<file path="src/sv/ird_pkg.sv">
// shared constants and helpers for the integer to radix digits block
package ird_pkg;

    localparam int MAX_DIGITS = 31;
    localparam int VALUE_W    = 31;
    localparam int BASE_W     = 5;
    localparam int CHAR_W     = 7;
    localparam int COUNT_W    = 5;
    localparam int DIGIT_W    = 4;
    localparam int CNT_W      = $clog2(MAX_DIGITS + 1);
    localparam int IDX_W      = $clog2(MAX_DIGITS);
    localparam int STEP_W     = $clog2(VALUE_W + 1);

    localparam logic [BASE_W-1:0] BASE_MIN = BASE_W'(2);
    localparam logic [BASE_W-1:0] BASE_MAX = BASE_W'(16);

    localparam logic [CHAR_W-1:0] CHAR_ZERO = CHAR_W'(48);
    localparam logic [CHAR_W-1:0] CHAR_A    = CHAR_W'(65);

    function automatic logic [BASE_W-1:0] clamp_base(input logic [BASE_W-1:0] b);
        logic [BASE_W-1:0] r;
        r = b;
        if (b < BASE_MIN)
        begin
            r = BASE_MIN;
        end
        else if (b > BASE_MAX)
        begin
            r = BASE_MAX;
        end
        return r;
    endfunction

    function automatic logic [CHAR_W-1:0] digit_to_ascii(input logic [DIGIT_W-1:0] d);
        logic [CHAR_W-1:0] r;
        if (d < DIGIT_W'(10))
        begin
            r = CHAR_ZERO + CHAR_W'(d);
        end
        else
        begin
            r = CHAR_A + CHAR_W'(d - DIGIT_W'(10));
        end
        return r;
    endfunction

endpackage

</file>
<file path="src/sv/ird_divider.sv">
// bit-serial restoring divider: one quotient bit per cycle
module ird_divider (
    input  logic                          clk,
    input  logic                          rst_n,
    input  logic                          start,
    input  logic [ird_pkg::VALUE_W-1:0]   dividend,
    input  logic [ird_pkg::BASE_W-1:0]    divisor,
    output logic                          done,
    output logic [ird_pkg::VALUE_W-1:0]   quotient,
    output logic [ird_pkg::DIGIT_W-1:0]   remainder
);

    logic                          busy_reg;
    logic                          done_reg;
    logic [ird_pkg::STEP_W-1:0]    step_reg;
    logic [ird_pkg::VALUE_W-1:0]   quot_reg;
    logic [ird_pkg::DIGIT_W-1:0]   rem_reg;
    logic [ird_pkg::BASE_W-1:0]    div_reg;

    logic [ird_pkg::DIGIT_W:0]     trial;
    logic                          ge;
    logic [ird_pkg::DIGIT_W:0]     diff;

    // shift next dividend bit into the partial remainder and try a subtract
    assign trial = {rem_reg, quot_reg[ird_pkg::VALUE_W-1]};
    assign ge    = ({1'b0, trial} >= {{(ird_pkg::BASE_W - ird_pkg::DIGIT_W){1'b0}}, div_reg});
    assign diff  = trial - (ird_pkg::DIGIT_W+1)'(div_reg);

    always_ff @(posedge clk or negedge rst_n)
    begin
        if (!rst_n)
        begin
            busy_reg <= 1'b0;
            done_reg <= 1'b0;
            step_reg <= '0;
        end
        else
        begin
            done_reg <= 1'b0;
            if (start)
            begin
                busy_reg <= 1'b1;
                step_reg <= '0;
            end
            else if (busy_reg)
            begin
                step_reg <= step_reg + 1'b1;
                if (step_reg == ird_pkg::STEP_W'(ird_pkg::VALUE_W - 1))
                begin
                    busy_reg <= 1'b0;
                    done_reg <= 1'b1;
                end
            end
        end
    end

    always_ff @(posedge clk)
    begin
        if (start)
        begin
            quot_reg <= dividend;
            rem_reg  <= '0;
            div_reg  <= divisor;
        end
        else if (busy_reg)
        begin
            quot_reg <= {quot_reg[ird_pkg::VALUE_W-2:0], ge};
            rem_reg  <= ge ? diff[ird_pkg::DIGIT_W-1:0] : trial[ird_pkg::DIGIT_W-1:0];
        end
    end

    assign done      = done_reg;
    assign quotient  = quot_reg;
    assign remainder = rem_reg;

endmodule

</file>
<file path="src/sv/integer_to_radix_digits.sv">
// integer to ascii radix digits: top level sequencer, digit store and output beat
//
// Converts a 31-bit non-negative value into the ascii digits of its value in a
// base from 2 to 16 ('0'-'9', then 'A'-'F'), most significant digit first, one
// output beat per digit. A base below 2 is taken as 2 and one above 16 as 16.
// A zero value gives the single digit '0'. The final beat carries is_last = 1
// and the total digit count; every other beat has digit_count = 0. The digits
// are found least significant first by a single bit-serial divider and kept in
// a digit store; sending starts once all digits are found. in_ready is
// high only while no item is in flight.
module integer_to_radix_digits (
    input  logic                         clk,
    input  logic                         rst_n,
    input  logic                         in_valid,
    output logic                         in_ready,
    input  logic [ird_pkg::VALUE_W-1:0]  value,
    input  logic [ird_pkg::BASE_W-1:0]   base,
    output logic                         out_valid,
    input  logic                         out_ready,
    output logic [ird_pkg::CHAR_W-1:0]   digit_char,
    output logic                         is_last,
    output logic [ird_pkg::COUNT_W-1:0]  digit_count
);

    // sequencer states
    localparam logic [2:0] S_IDLE      = 3'd0;
    localparam logic [2:0] S_DIV_START = 3'd1;
    localparam logic [2:0] S_DIV_WAIT  = 3'd2;
    localparam logic [2:0] S_READ      = 3'd3;
    localparam logic [2:0] S_SHOW      = 3'd4;

    logic [2:0]                    state_reg;
    logic [2:0]                    state_next;

    // remaining quotient and clamped radix of the current item
    logic [ird_pkg::VALUE_W-1:0]   work_value_reg;
    logic [ird_pkg::BASE_W-1:0]    radix_reg;

    // digits found so far, and index of the digit being sent
    logic [ird_pkg::CNT_W-1:0]     count_reg;
    logic [ird_pkg::CNT_W-1:0]     count_next;
    logic [ird_pkg::IDX_W-1:0]     emit_idx_reg;

    // digit store, least significant digit at index 0
    logic [ird_pkg::DIGIT_W-1:0]   digit_mem [ird_pkg::MAX_DIGITS];
    logic [ird_pkg::DIGIT_W-1:0]   rd_data_reg;

    logic                          div_start;
    logic                          div_done;
    logic [ird_pkg::VALUE_W-1:0]   div_quot;
    logic [ird_pkg::DIGIT_W-1:0]   div_rem;

    logic                          in_beat;
    logic                          out_beat;
    logic                          last_digit;
    logic                          conv_end;

    ird_divider u_div (
        .clk       (clk),
        .rst_n     (rst_n),
        .start     (div_start),
        .dividend  (work_value_reg),
        .divisor   (radix_reg),
        .done      (div_done),
        .quotient  (div_quot),
        .remainder (div_rem)
    );

    assign in_ready   = (state_reg == S_IDLE);
    assign in_beat    = in_valid & in_ready;
    assign out_valid  = (state_reg == S_SHOW);
    assign out_beat   = out_valid & out_ready;
    assign div_start  = (state_reg == S_DIV_START);
    assign last_digit = (emit_idx_reg == '0);
    assign count_next = count_reg + 1'b1;

    // stop when the quotient runs out or the store is full
    assign conv_end = (div_quot == '0) ||
                      (count_next == ird_pkg::CNT_W'(ird_pkg::MAX_DIGITS));

    always_comb
    begin
        state_next = state_reg;
        case (state_reg)
            S_IDLE:
            begin
                if (in_beat)
                begin
                    state_next = S_DIV_START;
                end
            end
            S_DIV_START:
            begin
                state_next = S_DIV_WAIT;
            end
            S_DIV_WAIT:
            begin
                if (div_done)
                begin
                    state_next = conv_end ? S_READ : S_DIV_START;
                end
            end
            S_READ:
            begin
                state_next = S_SHOW;
            end
            S_SHOW:
            begin
                if (out_beat)
                begin
                    state_next = last_digit ? S_IDLE : S_READ;
                end
            end
            default:
            begin
                state_next = S_IDLE;
            end
        endcase
    end

    always_ff @(posedge clk or negedge rst_n)
    begin
        if (!rst_n)
        begin
            state_reg      <= S_IDLE;
            work_value_reg <= '0;
            radix_reg      <= ird_pkg::BASE_MIN;
            count_reg      <= '0;
            emit_idx_reg   <= '0;
        end
        else
        begin
            state_reg <= state_next;
            if (in_beat)
            begin
                work_value_reg <= value;
                radix_reg      <= ird_pkg::clamp_base(base);
                count_reg      <= '0;
            end
            else if ((state_reg == S_DIV_WAIT) && div_done)
            begin
                count_reg <= count_next;
                if (conv_end)
                begin
                    // most significant digit sits at the highest written index
                    work_value_reg <= '0;
                    emit_idx_reg   <= count_reg[ird_pkg::IDX_W-1:0];
                end
                else
                begin
                    work_value_reg <= div_quot;
                end
            end
            else if (out_beat && !last_digit)
            begin
                emit_idx_reg <= emit_idx_reg - 1'b1;
            end
        end
    end

    // digit store write on each remainder, registered read when sending
    always_ff @(posedge clk)
    begin
        if ((state_reg == S_DIV_WAIT) && div_done)
        begin
            digit_mem[count_reg[ird_pkg::IDX_W-1:0]] <= div_rem;
        end
        if (state_reg == S_READ)
        begin
            rd_data_reg <= digit_mem[emit_idx_reg];
        end
    end

    assign digit_char  = ird_pkg::digit_to_ascii(rd_data_reg);
    assign is_last     = last_digit;
    assign digit_count = last_digit ? ird_pkg::COUNT_W'(count_reg) : '0;

endmodule

</file>
<file path="config.mk">
export PLATFORM = sky130hd
export DESIGN_NAME = integer_to_radix_digits
export DESIGN_NICKNAME = d
export VERILOG_FILES = /design/src/sv/ird_pkg.sv /design/src/sv/ird_divider.sv /design/src/sv/integer_to_radix_digits.sv
export SDC_FILE = /design/constraint.sdc
export NUM_CORES = 1
export LEC_CHECK = 0
export BUFFER_PORTS_ARGS = -buffer_cell sky130_fd_sc_hd__buf_2
export CORE_MARGIN = 2
export CORE_UTILIZATION = 55
export DETAILED_ROUTE_END_ITERATION = 7
export GPL_TIMING_DRIVEN = 0
export PLACE_DENSITY = 0.87
export SYNTH_ARGS = -nofsm -noshare
export SYNTH_HDL_FRONTEND = slang
export SYNTH_HIERARCHICAL = 1
export SYNTH_SLANG_ARGS = --single-unit
</file>
<file path="constraint.sdc">
create_clock -name clk -period 2.45 [get_ports clk]
set_clock_uncertainty 0.1 [all_clocks]
set_input_delay 0.245 -clock clk [delete_from_list [all_inputs] [get_ports clk]]
set_output_delay 0.245 -clock clk [all_outputs]
set_load 0.05 [all_outputs]
</file>
* Yosys cells after proc, flatten, opt, wreduce, memory -nomap -nowiden *
Memories as Yosys holds them, arrays and structs flattened. A register that Yosys moved wholly into a read port is not among the register bits.
Index checks and enable logic that the tools add are counted.

word-level totals
  memories kept = 1
  output and inout port bits = 15
  input bits = 40
  bits in read-only memories = 0
  bits in registers = 96
  RAM bits = 124
  latch bits = 0
  word-level logic and storage cells = 79

cells by class
  add/sub/neg operators = 7
  bitwise gates (word level) = 3
  magnitude comparators = 4
  $mul = 0
  equal/unequal tests = 10
  shifts and indexed selects = 0
  div/mod/pow operators = 0
  reductions and logical operators = 12
  muxes and demuxes = 31

memories
  name       words  width  rd ports  clocked after Yosys merged registers in  write ports  line                           text
  digit_mem  31     4      1         1                                        1            integer_to_radix_digits.sv:45  logic [ird_pkg::DIGIT_W-1:0] digit_mem [ird_pkg::MAX_DIGITS];

operators with widths
  operator               number
  $mux W31               5
  $mux W5                10
  $logic_not A31 Y1      1
  $pmux W3 S5            1
  $add A5 B1 Y5 const B  2
  $eq A5 B5 Y1 const B   2
  $mux W3                3
  $mux W1                8
  $add A6 B4 Y7 const A  1
  $add A7 B7 Y7 const A  1
  $mux W7                1
  $eq A3 B2 Y1 const B   2
  $ne A2 B1 Y1 const B   3
  $reduce_and A3 Y1      2
  $reduce_bool A2 Y1     3
  $ge A5 B5 Y1           1
  $gt A5 B5 Y1 const B   1
  $logic_not A5 Y1       1
  $lt A5 B2 Y1 const B   1
  $sub A4 B4 Y5 const B  1
  $sub A5 B1 Y5 const B  1
  $lt A4 B4 Y1 const B   1
  $mux W2                2
  $mux W4                1
  10 further kinds       12

* Longest topological paths before layout *
Gate-level depths: netlist (run 1).

  depth in word-level cells = 6
  mapped depth = 12
  gate-level depth less buffers = 7

* Modules after synthesis *
The synthesis (run 1) kept the hierarchy.

modules (own cells, without submodules)
  module                   cells an instance  area an instance (µm²)  sequential area each (µm²)  instances
  integer_to_radix_digits  517                7751.2                  5071.1                      1
  ird_divider              148                2157.1                  1336.3                      1

* Worst setup path before layout (run 1) *
Ideal clock, no wire load.

  kind = register to register
  from = reg state_reg[1]
  to = reg work_value_reg[0] (netlist bit)
  stages on the path, launching flop included = 9
  period minus slack after synthesis = 2.925 ns
  library setup time = 0.118 ns
  buffers on the path = 3
  arrival = 2.707 ns
  path slack = -0.475 ns
  data required time = 2.232 ns
  cell sequence = dfrtp_1 -> buf_2 -> nor3_1 -> and2_1 -> buf_2 -> nor2_1 -> clkbuf_1 -> a22o_1 -> a21o_1

between the ends
  cells in the longest elaborated chain, start to end = 3
  elaborated cells on any way between the ends = 6
  classes of those cells = 1 x eq/ne; 1 x mux; 1 x bitwise; 3 x reduce/logical

ends and longest elaborated chain
  what                                                   line                            text
  start, declared                                        integer_to_radix_digits.sv:32   logic [2:0] state_reg;
  start signal, assigned                                 integer_to_radix_digits.sv:133  state_reg <= state_next;
  $logic_not A3 Y1 (*)                                   integer_to_radix_digits.sv:69   assign in_ready = (state_reg == S_IDLE);
  named net in_ready                                     integer_to_radix_digits.sv:15   output logic in_ready,
  $and A1 B1 Y1 (*)                                      integer_to_radix_digits.sv:70   assign in_beat = in_valid & in_ready;
  $mux W31 / $reduce_bool A2 Y1 (equally long branches)  n/a
  end signal, assigned                                   integer_to_radix_digits.sv:136  work_value_reg <= value;
  end signal, assigned                                   integer_to_radix_digits.sv:151  work_value_reg <= div_quot;
  end, declared                                          integer_to_radix_digits.sv:36   logic [ird_pkg::VALUE_W-1:0] work_value_reg;

Mark *: on every way through the listed nets, which the timed path passes. The rest lies on a longest branch.
A chain may end at the register's enable or synchronous reset.

* Worst setup path in the final report (run 1) *
  from = reg emit_idx_reg[0] (netlist bit)
  to = out digit_count[3] (netlist bit)

between the ends
  cells in the longest elaborated chain, start to end = 2

ends and longest elaborated chain
  what                    line                            text
  start, declared         integer_to_radix_digits.sv:42   logic [ird_pkg::IDX_W-1:0] emit_idx_reg;
  start signal, assigned  integer_to_radix_digits.sv:147  emit_idx_reg <= count_reg[ird_pkg::IDX_W-1:0];
  start signal, assigned  integer_to_radix_digits.sv:156  emit_idx_reg <= emit_idx_reg - 1'b1;
  $logic_not A5 Y1        integer_to_radix_digits.sv:74   assign last_digit = (emit_idx_reg == '0);
  $mux W5                 integer_to_radix_digits.sv:176  assign digit_count = last_digit ? ird_pkg::COUNT_W'(count_reg) : '0;
  end, declared           integer_to_radix_digits.sv:22   output logic [ird_pkg::COUNT_W-1:0] digit_count

No other way between the ends.

==> flow_summary_export.csv, run 1 <==
group,metric,value,unit
outcome,outcome,"finished with violations",
outcome,violations,"setup timing",
placement,place_congestion,0.841,
worst_setup_path,path_cells,"buf_12 -> inv_8 -> ha_4 -> or4b_4 -> clkinvlp_4 -> and2_4 -> buf_8",
pwr,powerDensity,1210,nW/um^2
worst_setup_path,crit_type,"flip-flop to primary output",
drt,initialDrtViolationCount,541,
worst_setup_path,rr_worst_depth,9,
placement,dp.cells,948,
drt,vias,6331,
worst_setup_path,crit_path_start_kind,"flip-flop",
yosys,synth_area_leader_cell,"edfxtp_1",
sta,finalSetupTns,-0.423,ns
cts,cts.sinks,224,
yosys,synth_common_cells,"164 x edfxtp_1, 56 x nor2_1, 55 x dfrtp_1",
floorplan,die_x,138,um
worst_setup_path,cp_slowest_cell,"or4b_4",
worst_setup_path,r2r_slack,0.07,ns
floorplan,core,17800,sq um
pwr,ir_drop,0.946,mV
worst_setup_path,rr_endpoint,"emit_idx_reg[3]",
worst_setup_path,max_stage_delay,0.55,ns
cts,clkTransAtPathRegs,0.06,ns
cts,numCtsBuffers,23,
drt,drc,0,
drt,drtPass1Iterations,6,
final_layout,n_antenna_cell,0,
placement,port_buffers,54,
final_layout,area_growth,20.6,%
sta,drv_slew,0,
sta,min_period,2.57,ns
yosys,synth_edf_count,164,
worst_hold_path,whs_endpoint,"radix_reg[0]",
sta,max_slew_margin,0.491,
yosys,ys_seq_area_frac,0.647,
yosys,ys_ff_latch,224,
drt,drt-total-wl,22700,um
cts,cts_root_buffer,"clkbuf_16",
pwr,p_leak,0.00471,uW
global_route,grt_pass1_wl,35800,um
worst_hold_path,hold_depth,3,
yosys,syn-cell-area,9910,sq um
sta,fin_ws,-0.123,ns
drt,antenna_left,0,
worst_setup_path,crit_required,2.11,ns
sta,setup_violations,6,
final_layout,drive_gt1_frac,0.285,
yosys,synth_most_common_cell,"edfxtp_1",
yosys,syn-num-nets,724,
floorplan,start_util,0.555,
yosys,syn_inst,665,
global_route,antenna_found_initial,0,
final_layout,nNetsFinal,850,
global_route,grt_usage,0.238,
sta,fin_hold_ws,0.0675,ns
sta,worst_pin_slew,0.764,ns
sta,final-hold-violation-count,0,
yosys,synthTopCellsByArea,"edfxtp_1 50%, dfrtp_1 14%, mux4_2 7.3%",
cts,worstSkewPairLatency,0.52,ns
worst_hold_path,worst_hold_startpoint,"base[1]",
worst_setup_path,cp_max_fo,5,
drt,wl_per_cell,21.9,um
yosys,syn_avg_cell_area,14.9,sq um
final_layout,layout.cells.non_filler,1036,
worst_setup_path,crit_arrival,2.23,ns
global_route,grt_overflow,0,
worst_setup_path,rr_startpoint,"emit_idx_reg[1]",
global_route,grt_start_max_net_pins,57,
placement,hpwl,13700,um
drt,vias_per_cell,6.11,
yosys,ys_types,60,
global_route,grt_pass1_vias,6595,
floorplan,die_y,138,um
floorplan,io_pins,55,
cts,cts_tree,"built",
final_layout,multi_input_area,3320,sq um
worst_hold_path,holdCritPathClass,"input port to flip-flop",
floorplan,die-area,19100,sq um
worst_setup_path,critPathCaptureType,"primary output",
final_layout,seqCellArea,6420,sq um
flow_run,drv_cap,0,
sta,fmaxAchievable,0.389,GHz
cts,cts.path.max_buffers,3,
yosys,synth_ff_type,"edfxtp_1",
yosys,synth_top_area_frac,0.497,
sta,grt_setup_unrepaired,"true",
floorplan,rows,49,
cts,htree_num_levels,1,
sta,finalCritPeriodShare,1.05,
final_layout,largest_reg_flops,124,
placement,pre_cts_slack,-0.760,ns
yosys,ys_async_sr_fraction,0.250,
final_layout,num-fill-cells,1169,
yosys,yosys_warnings,6,
how the worst max path moves through the flow:
stage               cells past startpoint            start                  to
floorplan                               6   rd_data_reg[1]       digit_char[2]
global placement                        5     state_reg[0]  u_div/quotient[12]
detailed placement                      5     state_reg[0]  u_div/quotient[12]
CTS                                     9  emit_idx_reg[0]      digit_count[3]
global route                            7  emit_idx_reg[1]      digit_count[3]
finish                                  7  emit_idx_reg[0]      digit_count[3]
cells in the final DEF, fill, tap and decap left out, types with 14 or more instances in the layout:
cell type,n
a21o_1,34
a22o_1,32
buf_2,49
buf_4,18
clkbuf_1,14
clkbuf_16,23
dfrtp_1,53
dlygate4sd3_1,38
edfxtp_1,164
ha_1,15
inv_1,22
mux2_2,30
mux4_2,32
nand2_1,33
nor2_1,42
routing by layer:
layer | GRT usage | share of wire | vias up
li1 | - | - | 2808
met1 | 0.302 | 0.39 | 3154
met2 | 0.418 | 0.51 | 295
met3 | 0.0409 | 0.067 | 74
met4 | 0.0843 | 0.037 | 0
met5 | 0 | 0 | -
report_power, final:
| part | switching (uW) | leakage, uW | internal, uW |
|---|---|---|---|
| Sequential | 900 | 0.00229 | 5290 |
| Clock | 1440 | 0.000387 | 2200 |
| Combinational | 2380 | 0.00204 | 2280 |
kinds of logic after synthesis:
group / synth area share
AOI/OAI and AO/OA: 0.0938
xor gates and xnor gates: 0.0115
adders and majority gates: 0.0248
buffers and inverters: 0.0288
DFF: 0.647
muxes: 0.119
and+or+nand+nor: 0.0755
critical path: cells and delay by family, from the launching register on:
family                     cells  cell delay, ns
and+or+nand+nor                2            0.69
buffers and inverters          4            0.46
DFF                            1            0.45
adders and majority gates      1            0.11
timing repair:
action | 4_1_cts | 5_1_grt
cloned | 1 | 0
endpoints found under the setup margin | 239 | 110
resized for setup | 53 | 27
buffers inserted | 8 | 6
hold buffers | 38 | 0
pin swaps | 1 | 3
hold endpoints to repair | 92 | 0
area by class of cell:
class / instances / share of cell area
sequential: 224 / 0.537
multi-input combinational: 378 / 0.278
timing repair buffer: 106 / 0.0691
clock buffer: 28 / 0.0514
tap: 229 / 0.0240
clock inverter: 13 / 0.0141
buffer: 28 / 0.0139
inverter: 29 / 0.0114
timing repair inverter: 1 / 0.000628
metrics by stage:
step                utilization  instance area, sq um  total power (uW)
global placement          0.590                 10500             10200
floorplan                     -                  9980              9280
global route              0.670                 11900             15100
CTS                       0.666                 11900             14400
detailed placement        0.590                 10500             10500
finish                    0.670                 11900             14500
No activity file was read; power rests on OpenSTA's default activity.
==> run 2, diff against run 1 <==
Settings changed: MAX_ROUTING_LAYER set to met4, RECOVER_POWER set to 100.
==> run 2 against run 1 <==
The flow still finishes with violations (setup timing). Sequential cell count unchanged. Critical path depth unchanged. Register-to-register slack about the same. Non-clock buffer count unchanged. Utilization about the same. Maximum frequency up 0.15%. Final cell count unchanged. Setup slack better by 0.0039 ns. Largest power group unchanged.
==> flow_summary_export.csv, run 2 (synthesized netlist as in run 1, its figures left out) <==
group,metric,value,unit
pwr,ir_drop,0.957,mV
pwr,powerDensity,1210,nW/um^2
cts,htree_num_levels,1,
cts,cts_root_buffer,"clkbuf_16",
final_layout,drive_gt1_frac,0.284,
floorplan,core,17800,sq um
sta,finalSetupTns,-0.398,ns
worst_setup_path,crit_path_start_kind,"flip-flop",
sta,setup_violations,6,
placement,place_congestion,0.854,
worst_setup_path,rr_endpoint,"emit_idx_reg[3]",
cts,cts.sinks,224,
placement,port_buffers,54,
worst_setup_path,cp_max_fo,5,
floorplan,start_util,0.555,
global_route,grt_pass1_vias,6590,
pwr,p_leak,0.00471,uW
cts,numCtsBuffers,23,
drt,initialDrtViolationCount,507,
worst_setup_path,rr_worst_depth,9,
drt,wl_per_cell,21.9,um
final_layout,utilization,0.670,
worst_setup_path,crit_type,"flip-flop to primary output",
sta,worst_pin_slew,0.770,ns
cts,clkTransAtPathRegs,0.06,ns
final_layout,n_antenna_cell,0,
sta,min_period,2.57,ns
worst_setup_path,rr_startpoint,"emit_idx_reg[1]",
sta,final-hold-violation-count,0,
global_route,antenna_found_initial,0,
worst_hold_path,hold_depth,3,
worst_setup_path,critPathCaptureType,"primary output",
drt,vias_per_cell,6.11,
final_layout,area_growth,20.6,%
final_layout,layout.cells.non_filler,1036,
final_layout,final_cell_mix,"164 x edfxtp_1, 53 x dfrtp_1, 49 x buf_2, 42 x nor2_1, 38 x dlygate4sd3_1",
placement,pre_cts_slack,-0.760,ns
sta,fmaxAchievable,0.389,GHz
worst_hold_path,worst_hold_startpoint,"base[1]",
drt,drt-total-wl,22700,um
placement,hpwl,13700,um
floorplan,die_x,138,um
final_layout,largest_reg_flops,124,
final_layout,layout_commonest_cell,"edfxtp_1",
cts,cts.path.max_buffers,3,
sta,finalCritPeriodShare,1.05,
pwr,power,14500,uW
worst_hold_path,whs_endpoint,"radix_reg[0]",
floorplan,die-area,19100,sq um
outcome,outcome,"finished with violations",
floorplan,die_y,138,um
worst_hold_path,holdCritPathClass,"input port to flip-flop",
drt,drtPass1Iterations,5,
outcome,violations,"setup timing",
global_route,grt_overflow,0,
sta,fin_ws,-0.119,ns
worst_setup_path,r2r_slack,0.07,ns
floorplan,rows,49,
placement,dp.cells,948,
flow_run,drv_cap,0,
cts,cts_tree,"built",
final_layout,nNetsFinal,850,
global_route,grt_pass1_wl,35900,um
worst_setup_path,crit_required,2.11,ns
floorplan,io_pins,55,
drt,vias,6334,
global_route,grt_start_max_net_pins,57,
sta,max_slew_margin,0.487,
worst_setup_path,crit_arrival,2.22,ns
drt,drc,0,
sta,drv_slew,0,
cts,worstSkewPairLatency,0.51,ns
sta,grt_setup_unrepaired,"true",
global_route,grt_usage,0.246,
drt,antenna_left,0,
==> run 2: cell counts in the layout (fill, tap and decap cells not counted) <==
Identical to the previous run, type by type.
==> run 2: where the power goes <==
group	internal [uW]	total [uW]	switching [uW]
logic	2290	4670	2380
clock network	2200	3650	1440
registers	5290	6200	910
==> run 2: per-stage QoR <==
step                      hold slack [ns]  cell area [sq um]
final                              0.0706              11900
after global routing                0.125              11900
after CTS                          0.0493              11900
after detailed placement            0.314              10500
after global placement              0.311              10500
after floorplan                    -0.151               9980
==> run 2: layer usage <==
metal / share of wire / track usage / vias up
li1: - / - / 2806
met1: 0.39 / 0.308 / 3176
met2: 0.51 / 0.416 / 292
met3: 0.069 / 0.0388 / 60
met4: 0.034 / 0.0827 / 0
met5: 0 / - / -
==> run 2: worst max path at each step <==
stage | startpoint | endpoint
2_1_floorplan | rd_data_reg[1] | digit_char[2]
3_3_place_gp | state_reg[0] | u_div/quotient[12]
5_1_grt | emit_idx_reg[1] | digit_count[3]
3_5_place_dp | state_reg[0] | u_div/quotient[12]
6_report | emit_idx_reg[0] | digit_count[3]
4_1_cts | emit_idx_reg[0] | digit_count[3]
==> run 2: final cells by class <==
cell class,instances,area [sq um]
Buffer,28,170
Inverter,29,136
Timing Repair Buffer,106,826
Clock buffer,28,614
Multi-Input combinational cell,378,3320
Timing Repair inverter,1,7.51
Clock inverter,13,169
Fill cell,1168,5890
Sequential cell,224,6420
Tap cell,229,287
==> run 2: critical path: stages, from the launching register on <==
cell and delay, ns:
dfrtp_2 0.45, buf_12 0.15, inv_8 0.05, ha_4 0.11
or4b_4 0.55, clkinvlp_4 0.12, and2_4 0.14, buf_8 0.14
==> run 2: what timing repair did <==
action	in CTS	in global routing
setup endpoints to repair	239	110
gates resized for setup	53	28
gates cloned	1	0
hold buffers	38	0
pin swaps	1	3
setup buffers	8	6
hold endpoints to repair	92	0
==> run 3, diff against run 2 <==
Settings changed: ABC_AREA set to 1, SETUP_SLACK_MARGIN set to 0.3.
==> run 3 against run 2 <==
The flow finishes with violations (DRC, capacitance limit, setup timing). First-iteration DRC count rose to 3.0 times the previous value. Register-to-register slack lost 0.09 ns. Sequential cell count unchanged. Utilization up 2.3 points. Largest cell class unchanged. Largest power group unchanged.
==> flow_summary_export.csv, run 3 <==
group,metric,value,unit
sta,min_period,2.52,ns
cts,htree_num_levels,1,
sta,fmaxAchievable,0.397,GHz
cts,clkTransAtPathRegs,0.07,ns
placement,post_dp_cell_area,11100,sq um
worst_setup_path,rr_worst_depth,6,
global_route,grt_overflow,0,
worst_hold_path,hold_depth,5,
yosys,synth_most_common_cell,"nand2_1",
yosys,syn_avg_cell_area,9.85,sq um
worst_setup_path,crit_path_start_kind,"flip-flop",
drt,vias_per_cell,6.34,
pwr,power,14900,uW
cts,cts_root_buffer,"clkbuf_16",
cts,cts_tree,"built",
final_layout,final_cell_mix,"295 x nand2_1, 164 x edfxtp_1, 145 x nand3_1, 82 x nor2_1, 57 x buf_2",
global_route,grt_usage,0.299,
drt,top_layer,"met4",
final_layout,area_growth,23.9,%
final_layout,drive_gt1_frac,0.227,
global_route,grt_pass1_wl,45500,um
yosys,ys_ff_latch,224,
drt,wl_per_cell,21.3,um
sta,finalSetupTns,-0.268,ns
sta,grt_setup_unrepaired,"true",
yosys,synth_top_area_frac,0.471,
global_route,grt_start_max_net_pins,57,
sta,setup_violations,13,
yosys,ys_seq_area_frac,0.612,
floorplan,rows,50,
floorplan,die-area,20100,sq um
cts,cts.path.max_buffers,3,
sta,final-hold-violation-count,0,
worst_setup_path,critPathCaptureType,"primary output",
floorplan,io_pins,55,
final_layout,layout_commonest_cell,"nand2_1",
floorplan,die_x,142,um
sta,max_slew_margin,0.00245,
final_layout,num-fill-cells,1149,
drt,drc,3,
drt,wl_met3,3290,um
yosys,synth_common_cells,"297 x nand2_1, 164 x edfxtp_1, 144 x nand3_1",
yosys,synthTopCellsByArea,"edfxtp_1 47%, dfrtp_1 13%, nand2_1 11%",
drt,antenna_left,0,
pwr,p_leak,0.00530,uW
worst_setup_path,crit_arrival,2.17,ns
yosys,synth_area_leader_cell,"edfxtp_1",
drt,drt-total-wl,31100,um
yosys,synth_edf_count,164,
placement,port_buffers,54,
sta,drv_slew,0,
drt,initialDrtViolationCount,1523,
sta,finalCritPeriodShare,1.03,
yosys,ys_types,39,
cts,cts.sinks,224,
yosys,syn_inst,1062,
yosys,syn-num-nets,1121,
floorplan,core,18700,sq um
final_layout,layout.cells.non_filler,1456,
global_route,grt_pass1_vias,8871,
final_layout,n_antenna_cell,0,
placement,dp.cells,1350,
floorplan,start_util,0.559,
pwr,powerDensity,1150,nW/um^2
placement,place_congestion,0.898,
sta,fin_ws,-0.0674,ns
yosys,syn-cell-area,10500,sq um
yosys,synth_ff_type,"edfxtp_1",
drt,wl_met1,10500,um
final_layout,nNetsFinal,1264,
drt,drtPass1Iterations,8,
drt,vias,9235,
global_route,antenna_found_initial,0,
flow_run,drv_cap,1,
worst_setup_path,crit_required,2.11,ns
final_layout,utilization,0.693,
floorplan,die_y,142,um
cts,worstSkewPairLatency,0.52,ns
worst_hold_path,holdCritPathClass,"input port to flip-flop",
yosys,yosys_warnings,6,
drt,wl_met2,15200,um
outcome,violations,"DRC, capacitance limit, setup timing",
yosys,ys_async_sr_fraction,0.250,
cts,numCtsBuffers,23,
pwr,ir_drop,0.715,mV
final_layout,design_area,13000,sq um
final_layout,largest_reg_flops,124,
placement,hpwl,16700,um
worst_setup_path,crit_type,"flip-flop to primary output",
worst_setup_path,cp_max_fo,8,
sta,worst_pin_slew,1.50,ns
outcome,outcome,"finished with violations",
-- run 3: cell types whose count changed in the layout (fill, tap and decap cells not counted), sizes merged, moves of 34 or more --
| cell | delta |
|---|---|
| nand2 | +271 |
| nor2 | +67 |
| o21ai | +44 |
| nand3 | +166 |
| a21o | -34 |
-- run 3: path summary, 6_finish.rpt --
check / from / to / slack (ns)
worst min-delay path: in_valid / state_reg[1] / 0.07
worst max-delay path: emit_idx_reg[3] / digit_count[0] / -0.07
max in group asynchronous: rst_n / count_reg[1] / 0.68
min in group asynchronous: rst_n / state_reg[1] / 0.60
worst max register to register: state_reg[2] / digit_mem[3][1] / -0.02
worst min register to register: radix_reg[3] / u_div/div_reg[3] / 0.36
-- run 3: layout make-up --
type,instances,area [sq um],area share
Buffer,54,350,0.0270
Clock buffer,32,629,0.0485
Clock inverter,10,110,0.00849
Inverter,50,210,0.0162
Multi-Input combinational cell,734,4000,0.308
Sequential cell,224,6420,0.495
Tap cell,234,293,0.0226
Timing Repair Buffer,117,947,0.0730
Timing Repair inverter,1,7.51,0.000579
-- run 3: worst max-delay path, cell delays in order (launching register included) --
cell and delay [ns]:
dfrtp_1 0.39, buf_2 0.20, nor2_2 0.21, nand2_4 0.09, nor2_4 0.16, clkinvlp_4 0.12
buf_12 0.16, nor2_4 0.14, buf_8 0.17
-- run 3: cell families (layout without fill, tap and decap cells) --
| logic type | after synthesis | in the layout | share of synthesized area |
|---|---|---|---|
| AND/OR/NAND/NOR | 622 | 622 | 0.269 |
| flip-flops | 224 | 224 | 0.612 |
| buffers and inverters | 104 | 264 | 0.0464 |
| adder cells (fa/ha/maj) | 19 | 19 | 0.0234 |
| XOR/XNOR | 2 | 2 | 0.00167 |
| AO/OA/AOI/OAI | 91 | 91 | 0.0477 |
-- run 3: per-stage QoR --
step	setup WS [ns]	hold slack [ns]
floorplan	-0.0322	-0.151
global placement	-0.136	0.331
detailed placement	-0.185	0.349
CTS	0.0135	0.0254
global route	-0.0712	0.114
finish	-0.0674	0.0742
-- run 3: repair_timing --
action                                  CTS  global route
hold buffers                             40             0
gates cloned                              1             0
endpoints found under the hold margin    91             0
pin swaps                                11             7
resized for setup                       115            55
endpoints found under the setup margin  202           177
buffers inserted                         20             3
-- run 3: report_power, final --
part	internal, uW	leakage, uW	switching (uW)
combinational	1850	0.00264	3370
sequential	5240	0.00230	881
clock	2020	0.000363	1520
-- run 3: per-layer routing --
layer | track usage | up-vias
met3 | 0.0491 | 223
li1 | - | 3890
met5 | - | -
met2 | 0.507 | 819
met1 | 0.348 | 4303
met4 | 0.148 | 0
